===== src/hdl/mtwd_pkg.sv =====
`timescale 1ns / 1ps
`default_nettype none

package mtwd_pkg;

  // Table geometry
  localparam int unsigned SLOTS  = 8;
  localparam int unsigned PASS_W = (SLOTS > 1) ? $clog2(SLOTS) : 1;
  localparam int unsigned TOT_W  = $clog2(SLOTS + 1);

  // Field widths
  localparam int unsigned ID_W   = 8;
  localparam int unsigned CNT_W  = 32;
  localparam logic [CNT_W-1:0] RELOAD_RST = CNT_W'(1000);

  typedef enum logic [2:0] {
    MODE_REGISTER   = 3'd0,
    MODE_UNREGISTER = 3'd1,
    MODE_FEED       = 3'd2,
    MODE_CHECKIN    = 3'd3,
    MODE_START      = 3'd4,
    MODE_STOP       = 3'd5,
    MODE_TICK       = 3'd6,
    MODE_RESTART    = 3'd7
  } mode_e;

  typedef enum logic [2:0] {
    STS_OK          = 3'd0,
    STS_DUPLICATE   = 3'd1,
    STS_FULL        = 3'd2,
    STS_NOT_FOUND   = 3'd3,
    STS_NOT_RUNNING = 3'd4
  } status_e;

  typedef enum logic [1:0] {
    RUN_IDLE    = 2'd0,
    RUN_ACTIVE  = 2'd1,
    RUN_TIMEOUT = 2'd2
  } run_e;

  // Operation applied by the head cell to the entry passing through it
  typedef enum logic [2:0] {
    OP_PASS         = 3'd0,
    OP_INSERT       = 3'd1,
    OP_DROP_ID      = 3'd2,
    OP_RELOAD_ID    = 3'd3,
    OP_RELOAD_VALID = 3'd4,
    OP_RELOAD_ALL   = 3'd5,
    OP_TICK         = 3'd6
  } cell_op_e;

  typedef struct packed {
    logic             valid;
    logic [ID_W-1:0]  id;
    logic [CNT_W-1:0] cnt;
  } entry_t;

  typedef struct packed {
    cell_op_e         op;
    logic             armed;
    logic [ID_W-1:0]  id;
    logic [CNT_W-1:0] reload;
    logic [CNT_W-1:0] elapsed;
  } cell_ctl_t;

  typedef struct packed {
    logic match;
    logic free;
    logic hit;
  } cell_flags_t;

endpackage

`default_nettype wire


===== src/hdl/mtwd_cell.sv =====
`timescale 1ns / 1ps
`default_nettype none

module mtwd_cell (
  input  wire logic                clk_i,
  input  wire logic                rst_ni,
  input  wire logic                shift_i,
  input  wire mtwd_pkg::cell_ctl_t ctl_i,
  input  wire mtwd_pkg::entry_t    entry_i,
  output mtwd_pkg::entry_t         entry_o,
  output mtwd_pkg::cell_flags_t    flags_o
);

  mtwd_pkg::entry_t entry_q;
  mtwd_pkg::entry_t entry_d;

  // Flags on the entry arriving from the neighbour
  always_comb begin
    flags_o.match = entry_i.valid && (entry_i.id == ctl_i.id);
    flags_o.free  = !entry_i.valid;
    flags_o.hit   = entry_i.valid && (entry_i.cnt <= ctl_i.elapsed);
  end

  // Apply the command to the entry on its way through
  always_comb begin
    entry_d = entry_i;
    case (ctl_i.op)
      mtwd_pkg::OP_PASS: begin
        entry_d = entry_i;
      end
      mtwd_pkg::OP_INSERT: begin
        if (ctl_i.armed && !entry_i.valid) begin
          entry_d.valid = 1'b1;
          entry_d.id    = ctl_i.id;
          entry_d.cnt   = ctl_i.reload;
        end
      end
      mtwd_pkg::OP_DROP_ID: begin
        if (flags_o.match) begin
          entry_d = '0;
        end
      end
      mtwd_pkg::OP_RELOAD_ID: begin
        if (flags_o.match) begin
          entry_d.cnt = ctl_i.reload;
        end
      end
      mtwd_pkg::OP_RELOAD_VALID: begin
        if (entry_i.valid) begin
          entry_d.cnt = ctl_i.reload;
        end
      end
      mtwd_pkg::OP_RELOAD_ALL: begin
        entry_d.cnt = ctl_i.reload;
      end
      mtwd_pkg::OP_TICK: begin
        if (flags_o.hit) begin
          entry_d.cnt = '0;
        end else if (entry_i.valid) begin
          entry_d.cnt = entry_i.cnt - ctl_i.elapsed;
        end
      end
      default: begin
        entry_d = entry_i;
      end
    endcase
  end

  // Ring stage
  always_ff @(posedge clk_i or negedge rst_ni) begin
    if (!rst_ni) begin
      entry_q <= '0;
    end else if (shift_i) begin
      entry_q <= entry_d;
    end
  end

  assign entry_o = entry_q;

endmodule

`default_nettype wire


===== src/hdl/multi_task_watchdog_monitor_core.sv =====
`timescale 1ns / 1ps
`default_nettype none

// Multi-task watchdog monitor.
// Commands enter on the s_axis channel: tuser carries the mode, tdata the task
// id and the elapsed time of a tick. Each command yields one status transfer on
// the m_axis channel with status, feed pulse, reset request, run state and the
// number of registered tasks.
// The slot table sits in a ring of SLOTS cells. A command is served by one full
// rotation of the ring, with the head cell applying the command to each entry
// as it passes. A registration that finds no duplicate and a free slot takes a
// second rotation to write the entry.
// One command is in flight at a time. The result is loaded into the output
// register after the scan, or after the write rotation for a registration that
// succeeds; the next command is accepted once the block is back in idle after
// the result is loaded.
// The result sits in an output register. While the receiver stalls, the next
// command is still accepted and served; its result waits in the block until the
// output register is free, and s_axis_tready stays low meanwhile.
// After reset the table is empty, the monitor is idle and the reload value is
// 1000. cfg_we_i writes the reload value; write it only while the block is idle.

module multi_task_watchdog_monitor_core (
  input  wire logic        clk_i,
  input  wire logic        rst_ni,
  // Configuration: reload value
  input  wire logic        cfg_we_i,
  input  wire logic [31:0] cfg_wdata_i,
  // Command stream
  input  wire logic        s_axis_tvalid,
  output logic             s_axis_tready,
  input  wire logic [39:0] s_axis_tdata,  // [7:0] task_id, [39:8] elapsed
  input  wire logic [2:0]  s_axis_tuser,  // [2:0] mode
  // Result stream
  output logic             m_axis_tvalid,
  input  wire logic        m_axis_tready,
  output logic [15:0]      m_axis_tdata   // [2:0] status, [3] feed_pulse,
                                          // [4] reset_request, [6:5] run_state,
                                          // [10:7] active_count, [15:11] zero
);

  typedef enum logic [3:0] {
    S_IDLE   = 4'b0001,
    S_SCAN   = 4'b0010,
    S_INSERT = 4'b0100,
    S_DONE   = 4'b1000
  } state_e;

  typedef struct packed {
    logic [3:0]       count;
    mtwd_pkg::run_e   run;
    logic             rst;
    logic             feed;
    mtwd_pkg::status_e status;
  } result_t;

  localparam logic [mtwd_pkg::PASS_W-1:0] PASS_LAST =
    mtwd_pkg::PASS_W'(mtwd_pkg::SLOTS - 1);

  state_e state_q, state_d;
  logic [mtwd_pkg::PASS_W-1:0] pass_q, pass_d;
  logic [mtwd_pkg::CNT_W-1:0]  reload_q;
  mtwd_pkg::mode_e    mode_q, mode_d;
  mtwd_pkg::cell_op_e op_q, op_d;
  logic [mtwd_pkg::ID_W-1:0]  id_q, id_d;
  logic [mtwd_pkg::CNT_W-1:0] elapsed_q, elapsed_d;
  logic armed_q, armed_d;
  logic found_q, found_d, free_q, free_d, hit_q, hit_d;
  mtwd_pkg::status_e status_q, status_d;
  logic feed_q, feed_d, rst_q, rst_d;
  mtwd_pkg::run_e run_q, run_d;
  logic [mtwd_pkg::TOT_W-1:0] total_q, total_d;
  result_t out_q, out_d;
  logic    out_vld_q, out_vld_d;

  logic pass_last;
  logic shift;
  logic out_free;
  logic s_xfer;
  logic found_all, free_all, hit_all;

  mtwd_pkg::entry_t      ring [mtwd_pkg::SLOTS];
  mtwd_pkg::cell_ctl_t   head_ctl;
  mtwd_pkg::cell_ctl_t   idle_ctl;
  mtwd_pkg::cell_flags_t head_flags;
  logic [mtwd_pkg::SLOTS-1:0] valid_vec;

  assign s_axis_tready = state_q == S_IDLE;
  assign s_xfer        = s_axis_tvalid && s_axis_tready;
  assign shift         = (state_q == S_SCAN) || (state_q == S_INSERT);
  assign pass_last     = pass_q == PASS_LAST;
  assign out_free      = !out_vld_q || m_axis_tready;

  // Command for the head cell; the other cells only move entries on
  always_comb begin
    head_ctl.op      = op_q;
    head_ctl.armed   = armed_q;
    head_ctl.id      = id_q;
    head_ctl.reload  = reload_q;
    head_ctl.elapsed = elapsed_q;
    idle_ctl         = head_ctl;
    idle_ctl.op      = mtwd_pkg::OP_PASS;
  end

  // Ring of slot cells
  for (genvar k = 0; k < mtwd_pkg::SLOTS; k++) begin : g_cell
    if (k == 0) begin : g_head
      mtwd_cell u_cell (
        .clk_i   (clk_i),
        .rst_ni  (rst_ni),
        .shift_i (shift),
        .ctl_i   (head_ctl),
        .entry_i (ring[mtwd_pkg::SLOTS-1]),
        .entry_o (ring[k]),
        .flags_o (head_flags)
      );
    end else begin : g_body
      mtwd_cell u_cell (
        .clk_i   (clk_i),
        .rst_ni  (rst_ni),
        .shift_i (shift),
        .ctl_i   (idle_ctl),
        .entry_i (ring[k-1]),
        .entry_o (ring[k]),
        .flags_o ()
      );
    end
    assign valid_vec[k] = ring[k].valid;
  end

  assign found_all = found_q || head_flags.match;
  assign free_all  = free_q  || head_flags.free;
  assign hit_all   = hit_q   || head_flags.hit;

  // Sequencer
  always_comb begin
    state_d   = state_q;
    pass_d    = pass_q;
    mode_d    = mode_q;
    op_d      = op_q;
    id_d      = id_q;
    elapsed_d = elapsed_q;
    armed_d   = armed_q;
    found_d   = found_q;
    free_d    = free_q;
    hit_d     = hit_q;
    status_d  = status_q;
    feed_d    = feed_q;
    rst_d     = rst_q;
    run_d     = run_q;
    total_d   = total_q;
    out_d     = out_q;
    out_vld_d = out_vld_q;

    if (out_vld_q && m_axis_tready) begin
      out_vld_d = 1'b0;
    end

    case (state_q)
      S_IDLE: begin
        if (s_xfer) begin
          mode_d    = mtwd_pkg::mode_e'(s_axis_tuser);
          id_d      = s_axis_tdata[7:0];
          elapsed_d = s_axis_tdata[39:8];
          pass_d    = '0;
          armed_d   = 1'b0;
          found_d   = 1'b0;
          free_d    = 1'b0;
          hit_d     = 1'b0;
          status_d  = mtwd_pkg::STS_OK;
          feed_d    = 1'b0;
          rst_d     = 1'b0;
          state_d   = S_SCAN;
          case (mtwd_pkg::mode_e'(s_axis_tuser))
            mtwd_pkg::MODE_REGISTER:   op_d = mtwd_pkg::OP_PASS;
            mtwd_pkg::MODE_UNREGISTER: op_d = mtwd_pkg::OP_DROP_ID;
            mtwd_pkg::MODE_FEED,
            mtwd_pkg::MODE_CHECKIN:    op_d = mtwd_pkg::OP_RELOAD_ID;
            mtwd_pkg::MODE_START:      op_d = (run_q != mtwd_pkg::RUN_ACTIVE) ?
                                              mtwd_pkg::OP_RELOAD_VALID :
                                              mtwd_pkg::OP_PASS;
            mtwd_pkg::MODE_STOP:       op_d = mtwd_pkg::OP_PASS;
            mtwd_pkg::MODE_TICK:       op_d = (run_q == mtwd_pkg::RUN_ACTIVE) ?
                                              mtwd_pkg::OP_TICK :
                                              mtwd_pkg::OP_PASS;
            mtwd_pkg::MODE_RESTART:    op_d = mtwd_pkg::OP_RELOAD_ALL;
            default:                   op_d = mtwd_pkg::OP_PASS;
          endcase
        end
      end

      S_SCAN: begin
        found_d = found_all;
        free_d  = free_all;
        hit_d   = hit_all;
        pass_d  = pass_q + 1'b1;
        if (pass_last) begin
          pass_d  = '0;
          state_d = S_DONE;
          case (mode_q)
            mtwd_pkg::MODE_REGISTER: begin
              if (found_all) begin
                status_d = mtwd_pkg::STS_DUPLICATE;
              end else if (!free_all) begin
                status_d = mtwd_pkg::STS_FULL;
              end else begin
                op_d    = mtwd_pkg::OP_INSERT;
                armed_d = 1'b1;
                state_d = S_INSERT;
              end
            end
            mtwd_pkg::MODE_UNREGISTER: begin
              if (found_all) begin
                if (total_q != '0) begin
                  total_d = total_q - 1'b1;
                end
              end else begin
                status_d = mtwd_pkg::STS_NOT_FOUND;
              end
            end
            mtwd_pkg::MODE_FEED,
            mtwd_pkg::MODE_CHECKIN: begin
              if (!found_all) begin
                status_d = mtwd_pkg::STS_NOT_FOUND;
              end
            end
            mtwd_pkg::MODE_START: begin
              run_d = mtwd_pkg::RUN_ACTIVE;
            end
            mtwd_pkg::MODE_STOP,
            mtwd_pkg::MODE_RESTART: begin
              run_d = mtwd_pkg::RUN_IDLE;
            end
            mtwd_pkg::MODE_TICK: begin
              if (run_q != mtwd_pkg::RUN_ACTIVE) begin
                status_d = mtwd_pkg::STS_NOT_RUNNING;
              end else if (hit_all) begin
                run_d = mtwd_pkg::RUN_TIMEOUT;
                rst_d = 1'b1;
              end else begin
                feed_d = 1'b1;
              end
            end
            default: begin
              status_d = status_q;
            end
          endcase
        end
      end

      S_INSERT: begin
        // First free entry seen takes the new task
        if (armed_q && head_flags.free) begin
          armed_d = 1'b0;
        end
        pass_d = pass_q + 1'b1;
        if (pass_last) begin
          pass_d  = '0;
          op_d    = mtwd_pkg::OP_PASS;
          total_d = total_q + 1'b1;
          state_d = S_DONE;
        end
      end

      S_DONE: begin
        if (out_free) begin
          out_d.status = status_q;
          out_d.feed   = feed_q;
          out_d.rst    = rst_q;
          out_d.run    = run_q;
          out_d.count  = 4'(total_q);
          out_vld_d    = 1'b1;
          state_d      = S_IDLE;
        end
      end

      default: begin
        state_d = S_IDLE;
      end
    endcase
  end

  // Control state
  always_ff @(posedge clk_i or negedge rst_ni) begin
    if (!rst_ni) begin
      state_q   <= S_IDLE;
      pass_q    <= '0;
      op_q      <= mtwd_pkg::OP_PASS;
      armed_q   <= 1'b0;
      run_q     <= mtwd_pkg::RUN_IDLE;
      total_q   <= '0;
      out_vld_q <= 1'b0;
      reload_q  <= mtwd_pkg::RELOAD_RST;
    end else begin
      state_q   <= state_d;
      pass_q    <= pass_d;
      op_q      <= op_d;
      armed_q   <= armed_d;
      run_q     <= run_d;
      total_q   <= total_d;
      out_vld_q <= out_vld_d;
      if (cfg_we_i) begin
        reload_q <= cfg_wdata_i;
      end
    end
  end

  // Command and result payload
  always_ff @(posedge clk_i) begin
    mode_q    <= mode_d;
    id_q      <= id_d;
    elapsed_q <= elapsed_d;
    found_q   <= found_d;
    free_q    <= free_d;
    hit_q     <= hit_d;
    status_q  <= status_d;
    feed_q    <= feed_d;
    rst_q     <= rst_d;
    out_q     <= out_d;
  end

  assign m_axis_tvalid = out_vld_q;
  assign m_axis_tdata  = {5'b0, out_q};

  // Task count tracks the valid entries whenever the block is idle
  a_total_matches : assert property (@(posedge clk_i) disable iff (!rst_ni)
    (state_q == S_IDLE) |-> ($countones(valid_vec) == 32'(total_q)))
    else $error("task count differs from valid slots");

  // A registration pass always places its entry
  a_insert_done : assert property (@(posedge clk_i) disable iff (!rst_ni)
    (state_q == S_INSERT && pass_last) |-> (!armed_q || head_flags.free))
    else $error("registration pass ended without a free slot");

  // Feed and reset request never in the same result
  a_feed_xor_rst : assert property (@(posedge clk_i) disable iff (!rst_ni)
    m_axis_tvalid |-> !(m_axis_tdata[3] && m_axis_tdata[4]))
    else $error("feed pulse and reset request together");

endmodule

`default_nettype wire

===== config.mk =====
export PLATFORM = sky130hd
export DESIGN_NAME = multi_task_watchdog_monitor_core
export DESIGN_NICKNAME = d
export VERILOG_FILES = /design/src/hdl/mtwd_pkg.sv /design/src/hdl/mtwd_cell.sv /design/src/hdl/multi_task_watchdog_monitor_core.sv
export SDC_FILE = /design/constraint.sdc
export NUM_CORES = 1
export LEC_CHECK = 0
export ABC_AREA = 1
export BUFFER_PORTS_ARGS = -buffer_cell sky130_fd_sc_hd__buf_2
export CAP_MARGIN = 40
export CORE_MARGIN = 2
export CORE_UTILIZATION = 57
export CTS_BUF_LIST = sky130_fd_sc_hd__clkbuf_8
export DETAILED_ROUTE_END_ITERATION = 10
export PLACE_DENSITY = 0.74
export SLEW_MARGIN = 20
export SYNTH_ARGS = -nofsm -noshare
export SYNTH_HDL_FRONTEND = slang
export SYNTH_SLANG_ARGS = --single-unit

===== constraint.sdc =====
create_clock -name clk_i -period 5.75 [get_ports clk_i]
set_input_delay 1.15 -clock clk_i [delete_from_list [all_inputs] [get_ports clk_i]]
set_output_delay 1.15 -clock clk_i [all_outputs]
set_load 0.02 [all_outputs]

==> results of run 1 <==
==> layout by cell type, fill, tap and decap left out, drive strengths merged, types with 2 or more instances in the layout <==
cell type	n
nand2	991
inv	424
dfrtp	371
o21ai	296
nand3	186
nor2	181
buf	118
a21oi	86
clkbuf	86
edfxtp	62
ha	36
o31ai	19
nor3	13
clkinv	11
a31oi	9
nand4	9
xnor2	8
mux2	8
dfstp	7
bufinv	6
a211oi	5
xor2	5
conb	5
o211ai	3
o22ai	3
nand3b	3
o21bai	2
nor4	2
fa	2
clkinvlp	2
==> cells by family (layout without fill, tap and decap cells) <==
kind of cell / Yosys count / in the layout
buf+inv: 530 / 647
fa+ha+maj: 38 / 38
simple gates: 1388 / 1388
compound gates: 428 / 428
flops: 440 / 440
xor+xnor: 13 / 13
other cells: 1 / 5
mux: 8 / 8
==> area by class of cell <==
| class | instances | share of cell area [%] |
|---|---|---|
| Clock buffer | 86 | 4.85 |
| Tap cell | 511 | 2.62 |
| Multi-Input combinational cell | 1880 | 35.2 |
| Inverter | 399 | 6.16 |
| Clock inverter | 44 | 1.50 |
| Timing Repair Buffer | 118 | 3.32 |
| Sequential cell | 440 | 46.4 |
==> worst max path at each step <==
stage	end	slack (ps)	cells after the start
after floorplan	found_q	1810	4
after global placement	g_cell[2].g_body.u_cell.entry_o[15]	2490	6
after detailed placement	g_cell[4].g_body.u_cell.entry_o[16]	2490	8
after CTS	g_cell[4].g_body.u_cell.entry_o[16]	2480	8
after global routing	g_cell[3].g_body.u_cell.entry_o[16]	2470	10
final	feed_q	2730	16
==> per-layer routing <==
metal	share of wire, %	vias to the layer above
met5	0	-
met4	3.2	0
met3	8.1	148
met2	44	752
met1	45	8928
li1	-	9063
==> sequential cells by signal, indices dropped and copies added, names as in the netlist <==
signal / cells
state_q: 4
run_q: 2
status_q: 3
m_axis_tvalid: 1
g_cell.g_body.u_cell.entry_o: 287
hit_q: 1
armed_q: 1
m_axis_tdata: 11
feed_q: 1
rst_q: 1
g_cell.g_head.u_cell.entry_o: 41
elapsed_q: 32
mode_q: 3
reload_q: 32
total_q: 4
free_q: 1
found_q: 1
id_q: 8
pass_q: 3
op_q: 3
==> worst max-delay path, stage by stage, from the launching register on <==
cell and delay [ps]:
dfrtp_1 360, inv_1 120, ha_1 230, fa_1 410, inv_1 70, nand2_1 50
nand2_1 130, nand3_1 110, nand2_1 140, nand2_1 90, nand2_2 90, nand2_1 50
nand2_1 50, nand2_1 80, nand2_4 390, a21oi_1 160, nor2_1 150
==> where the power goes <==
group / leakage (nW) / switching [mW] / internal, mW
clock network: 0.881 / 1.30 / 1.64
logic: 6.21 / 2.96 / 1.37
registers: 5.60 / 0.698 / 4.26
total: 12.7 / 4.96 / 7.27
==> stage by stage <==
step	power, mW	utilization, %	setup slack, ps	std cells
floorplan	7.96	-	1810	2850
global placement	8.99	59.9	2490	3338
detailed placement	9.20	60.1	2490	3342
CTS	12.2	64.2	2480	3472
global route	13.2	64.5	2470	3478
finish	12.2	64.5	2730	3478
==> summary.txt, run 1 <==
CTS
  – Number of gates resized after CTS: 0
  – Root Driver: clkbuf_8
  – Hold_buf cts: 0
  – TritonCTS clock tree: done
  – Sink Count: 440
  – Clock Pin Slew Worst Setup and Hold Paths: 70 ps
  – Later-pin clock latency in the skew report: 640 ps
  – Clk buf depth: 3
  – Num CTS Buffers: 73
  – H-tree depth reported by CTS: 3
  – Post-CTS Setup Inserts: 0

Final layout
  – Register area: 11,300 um2
  – Share of cells above drive strength 1: 9.20%
  – Area of the multi-input gates: 8590 um2
  – Final net count: 3,030
  – # diodes: 0
  – Final Cell Area: 24,400 um2
  – P&R area growth vs syn: 11.0%
  – Fill count: 3,278

Place
  – GPL Wtd Cong: 0.949
  – Placed inst area: 22,800 um2
  – Post-DP HPWL: 36.7 mm
  – Port bufs: 92

Synth
  – Seq cells post-synth: 440
  – Most used DFF post-synth: dfrtp_1
  – Top-count cell post-synth: nand2_1
  – Synth Area in XOR/XNOR: 0.518%
  – Area leader, netlist: dfrtp_1
  – Mapped Cells: 2,846
  – Cell variety after synth: 49
  – Register area share after synthesis: 51.5%
  – Synth Area in Simple Gates: 25.5%
  – Dominant cells by area after synthesis: dfrtp_1, nand2_1, edfxtp_1
  – Post-synthesis mux area share: 0.410%
  – Synth Area in Compound Gates: 10.2%
  – Synth cell count leaders: nand2_1, inv_1, dfrtp_1
  – Post-synth EDFFs: 62
  – Largest family of logic cells by synthesized area: simple AND/OR/NAND/NOR gates
  – Post-synthesis adder-cell area fraction: 2.23%
  – Syn Area/Cell: 7.73 um2
  – Synth top area share: 42.2%
  – Synth Cell Area: 22,000 um2
  – Total number of yosys warnings: 0
  – Async S/R FF share, synth: 85.9%

Global routing
  – Vias in the first global route: 18,352
  – Largest net degree at the start of global routing: 152
  – GRT met3 Usage: 5.32%
  – Grt ovf: 0
  – Grt peak-use layer: met2
  – Initial antenna violation count: 0
  – GRT Util Overall: 28.4%
  – Met2 Use GR: 42.4%
  – GR Util met1: 41.4%
  – Global-route wire length before repair: 92.6 mm

STA
  – Clock skew: 35.4 ps
  – Tmin final: 3020 ps
  – Setup repair after global routing missed its margin: false
  – Worst hold slack: 415 ps
  – Crit share post-route: 52.5%
  – Setup_tns: 0 ps
  – Measured slew at the worst slew-check pin: 1030 ps
  – # setup viols final: 0
  – Slew margin rel.: 31.4%
  – Final hold vios: 0
  – Fmax: 0.331 GHz
  – Final Slew Violations: 0

Min path
  – Hold Path Cell Cnt: 0
  – Kind of path behind the tightest hold check: reg2reg
  – Hold EP: m_axis_tdata[4]
  – HP Start: rst_q

Worst setup path
  – Endpoint class of the critical path: flip-flop
  – Worst setup path class: reg2reg
  – R2R Path End: feed_q
  – Worst Path Max Fanout: 35
  – Setup crit start: g_cell[7].g_body.u_cell.entry_o[0]
  – CP Launch Type: flip-flop
  – Critical Path RT: 6080 ps
  – FF-to-FF setup slack: 2730 ps
  – Worst reg2reg startpoint: g_cell[7].g_body.u_cell.entry_o[0]
  – Crit path DAT: 3360 ps
  – FF-to-FF path depth: 16

Floorplan
  – FP Rows: 71
  – Initial core utilization: 58.1%
  – Core ar.: 37,800 um2
  – Die Y: 200 um
  – Chip Width: 200 um
  – I/O pin count: 98
  – DIE AREA: 40,200 um2

Flow run
  – Max Cap Viol: 0

Outcome
  – Status: finished, final reports clean

Routing
  – Total number of vias: 18,891
  – WL final: 56.2 mm
  – DRT Pass-1 Iters: 6
  – Post-route antenna net violation count: 0
  – Drt via density: 5.43
  – DRC: 0
  – 1st-iter DRT viols: 1,994
  – Drt wl/cell: 16.1 um

Pwr
  – Leakage: 12.7 nW
  – Pwr/cell area: 501 nW/um2
  – Max VDD drop: 0.242 mV
(Power assumes the default switching activity.)
==> run 2, diff against run 1 <==
clock period = 2.85 ns   (was 5.75 ns; I/O delays follow)
==> run 2 against run 1 <==
  * Non-clock buffer count is 24 higher
  * Die area stayed put
  * Cell area is 0.68% higher
  * Via count is 0.92% lower
  * Worst setup slack worse by 2500 ps
  * Clock power is 97% higher
  * Highest routed layer unchanged
==> summary.txt, run 2 (synthesis gave the netlist of run 1 again) <==
Global routing
  – Grt ovf: 0
  – Vias in the first global route: 17,990
  – GRT Util Overall: 29.2%
  – Largest net degree at the start of global routing: 161
  – Global-route wire length before repair: 93.9 mm
  – Initial antenna violation count: 0

Floorplan
  – Core ar.: 37,800 um2
  – FP Rows: 71
  – Die Y: 200 um
  – DIE AREA: 40,200 um2
  – I/O pin count: 98
  – Chip Width: 200 um
  – Initial core utilization: 58.1%

Place
  – GPL Wtd Cong: 0.924
  – Post-DP HPWL: 39.6 mm
  – Port bufs: 92

Final layout
  – Most common cell after layout, fill and taps aside: nand2_1
  – Register area: 11,300 um2
  – Final net count: 3,056
  – Max reg flops: 287
  – P&R area growth vs syn: 11.8%
  – Fill count: 3,313
  – Commonest non-fill, non-tap cells in the layout: nand2_1, inv_1, dfrtp_1, o21ai_0, nand3_1
  – Share of cells above drive strength 1: 9.74%
  – Area of the multi-input gates: 8590 um2
  – # diodes: 0

CTS
  – Later-pin clock latency in the skew report: 650 ps
  – Number of gates resized after CTS: 0
  – Clock Pin Slew Worst Setup and Hold Paths: 60 ps
  – Clk buf depth: 3
  – Sink Count: 440
  – H-tree depth reported by CTS: 3
  – TritonCTS clock tree: done
  – Num CTS Buffers: 75
  – Root Driver: clkbuf_8

Routing
  – Post-route antenna net violation count: 0
  – Total number of vias: 18,718
  – DRC: 0
  – 1st-iter DRT viols: 1,730
  – Drt wl/cell: 16.5 um
  – DRT Pass-1 Iters: 9
  – WL final: 57.8 mm
  – Drt via density: 5.35

Pwr
  – Leakage: 12.8 nW
  – Pwr Total: 24.7 mW
  – Pwr/cell area: 1010 nW/um2
  – Clock share of power: 23.4%
  – Sw power: 10.1 mW
  – Sw Ratio: 40.7%
  – Int Pwr: 14.7 mW
  – Power share of the combinational group: 36.2%
  – Sequential Power Share: 40.4%
  – Max VDD drop: 0.552 mV

Worst setup path
  – CP Launch Type: flip-flop
  – FF-to-FF path depth: 19
  – Worst reg2reg startpoint: g_cell[7].g_body.u_cell.entry_o[0]
  – Critical Path RT: 3420 ps
  – FF-to-FF setup slack: 200 ps
  – Worst Path Max Fanout: 19
  – Crit path DAT: 3220 ps
  – Worst setup path class: reg2reg
  – R2R Path End: g_cell[0].g_head.u_cell.entry_o[0]
  – Endpoint class of the critical path: flip-flop

STA
  – Setup_tns: 0 ps
  – Setup repair after global routing missed its margin: false
  – Tmin final: 2650 ps
  – Fmax: 0.378 GHz
  – Final hold vios: 0
  – Measured slew at the worst slew-check pin: 722 ps
  – Crit share post-route: 92.9%
  – Slew margin rel.: 51.8%
  – Final Slew Violations: 0
  – # setup viols final: 0
  – Clock skew: 35.6 ps

Flow run
  – Max Cap Viol: 0

Outcome
  – Status: finished, final reports clean

Min path
  – Hold EP: id_q[1]
  – Kind of path behind the tightest hold check: in2reg
  – HP Start: s_axis_tdata[1]
  – Hold Path Cell Cnt: 1
run 2: cell count changes in the layout (fill, tap and decap cells not counted), moves of 2 or more:
| cell | before | now |
|---|---|---|
| buf_12 | 3 | 11 |
| bufinv_16 | 6 | 4 |
| inv_8 | 1 | 3 |
| clkinv_2 | 10 | 3 |
| clkbuf_8 | 86 | 89 |
| inv_6 | 2 | 0 |
| buf_4 | 17 | 37 |
| inv_1 | 412 | 414 |
| buf_16 | 5 | 1 |
run 2: worst max path at each step:
stage / start / endpoint
floorplan: state_q[0] / found_q
global placement: g_cell[7].g_body.u_cell.entry_o[0] / g_cell[0].g_head.u_cell.entry_o[15]
detailed placement: g_cell[7].g_body.u_cell.entry_o[0] / g_cell[0].g_head.u_cell.entry_o[11]
CTS: g_cell[7].g_body.u_cell.entry_o[0] / g_cell[0].g_head.u_cell.entry_o[0]
global route: g_cell[7].g_body.u_cell.entry_o[0] / g_cell[0].g_head.u_cell.entry_o[7]
finish: g_cell[7].g_body.u_cell.entry_o[0] / g_cell[0].g_head.u_cell.entry_o[0]
run 2: final cells by class:
class                           instances  area share [%]
Tap cell                              511            2.60
Sequential cell                       440            46.1
Multi-Input combinational cell       1880            34.9
Clock buffer                           89            4.98
Inverter                              399            6.12
Timing Repair Buffer                  142            4.09
Clock inverter                         39            1.20
run 2: layer usage:
metal  part of all wire, %  wire length (um)  GRT usage [%]  vias to the layer above
met5                     0                 0              0                        -
met3                   8.8              5110           7.13                      134
met1                    44             25600           41.5                     8717
met2                    44             25200           43.6                      753
li1                      -                 -              -                     9114
met4                   3.2              1850           11.1                        0
run 2: stage by stage:
stage / worst slack, ps / instances / util (%) / hold WS [ps] / area [um2]
after floorplan: 267 / 2850 / - / 274 / 22000
after global placement: 308 / 3366 / 60.8 / 406 / 23000
after detailed placement: 200 / 3367 / 60.8 / 405 / 23000
after CTS: 191 / 3496 / 64.8 / 56.3 / 24500
after global routing: 14.9 / 3500 / 65.0 / 52.3 / 24600
final: 202 / 3500 / 65.0 / 105 / 24600
run 2: power groups by stage:
stage | Combinational [mW] | Sequential (mW) | Clock [mW]
5_1_grt | 10.1 | 10.2 | 6.17
4_1_cts | 8.86 | 9.97 | 5.89
3_3_place_gp | 8.52 | 9.98 | 0
6_report | 8.95 | 10.0 | 5.78
3_5_place_dp | 8.80 | 10.0 | 0
2_1_floorplan | 6.51 | 9.54 | 0
run 2: repair_timing:
action                     in CTS  in global routing
buffers inserted                0                  2
hold endpoints to repair       81                  0
hold buffers                    1                  0
setup endpoints to repair       0                  4
run 2: worst max-delay path, cell delays in order, from the launching register on:
cell     delay (ps)
dfrtp_1         360
inv_1           120
ha_1            230
fa_1            400
inv_1            70
nand2_1          50
nand2_1         120
nand3_1         100
nand2_1         140
nand2_1          80
nand2_2          70
nand2_1          50
nand2_1          50
nand2_1          70
nand2_4         170
buf_12          190
nand3_1          80
nand2_1          90
nand2_1          70
nand2_1          70
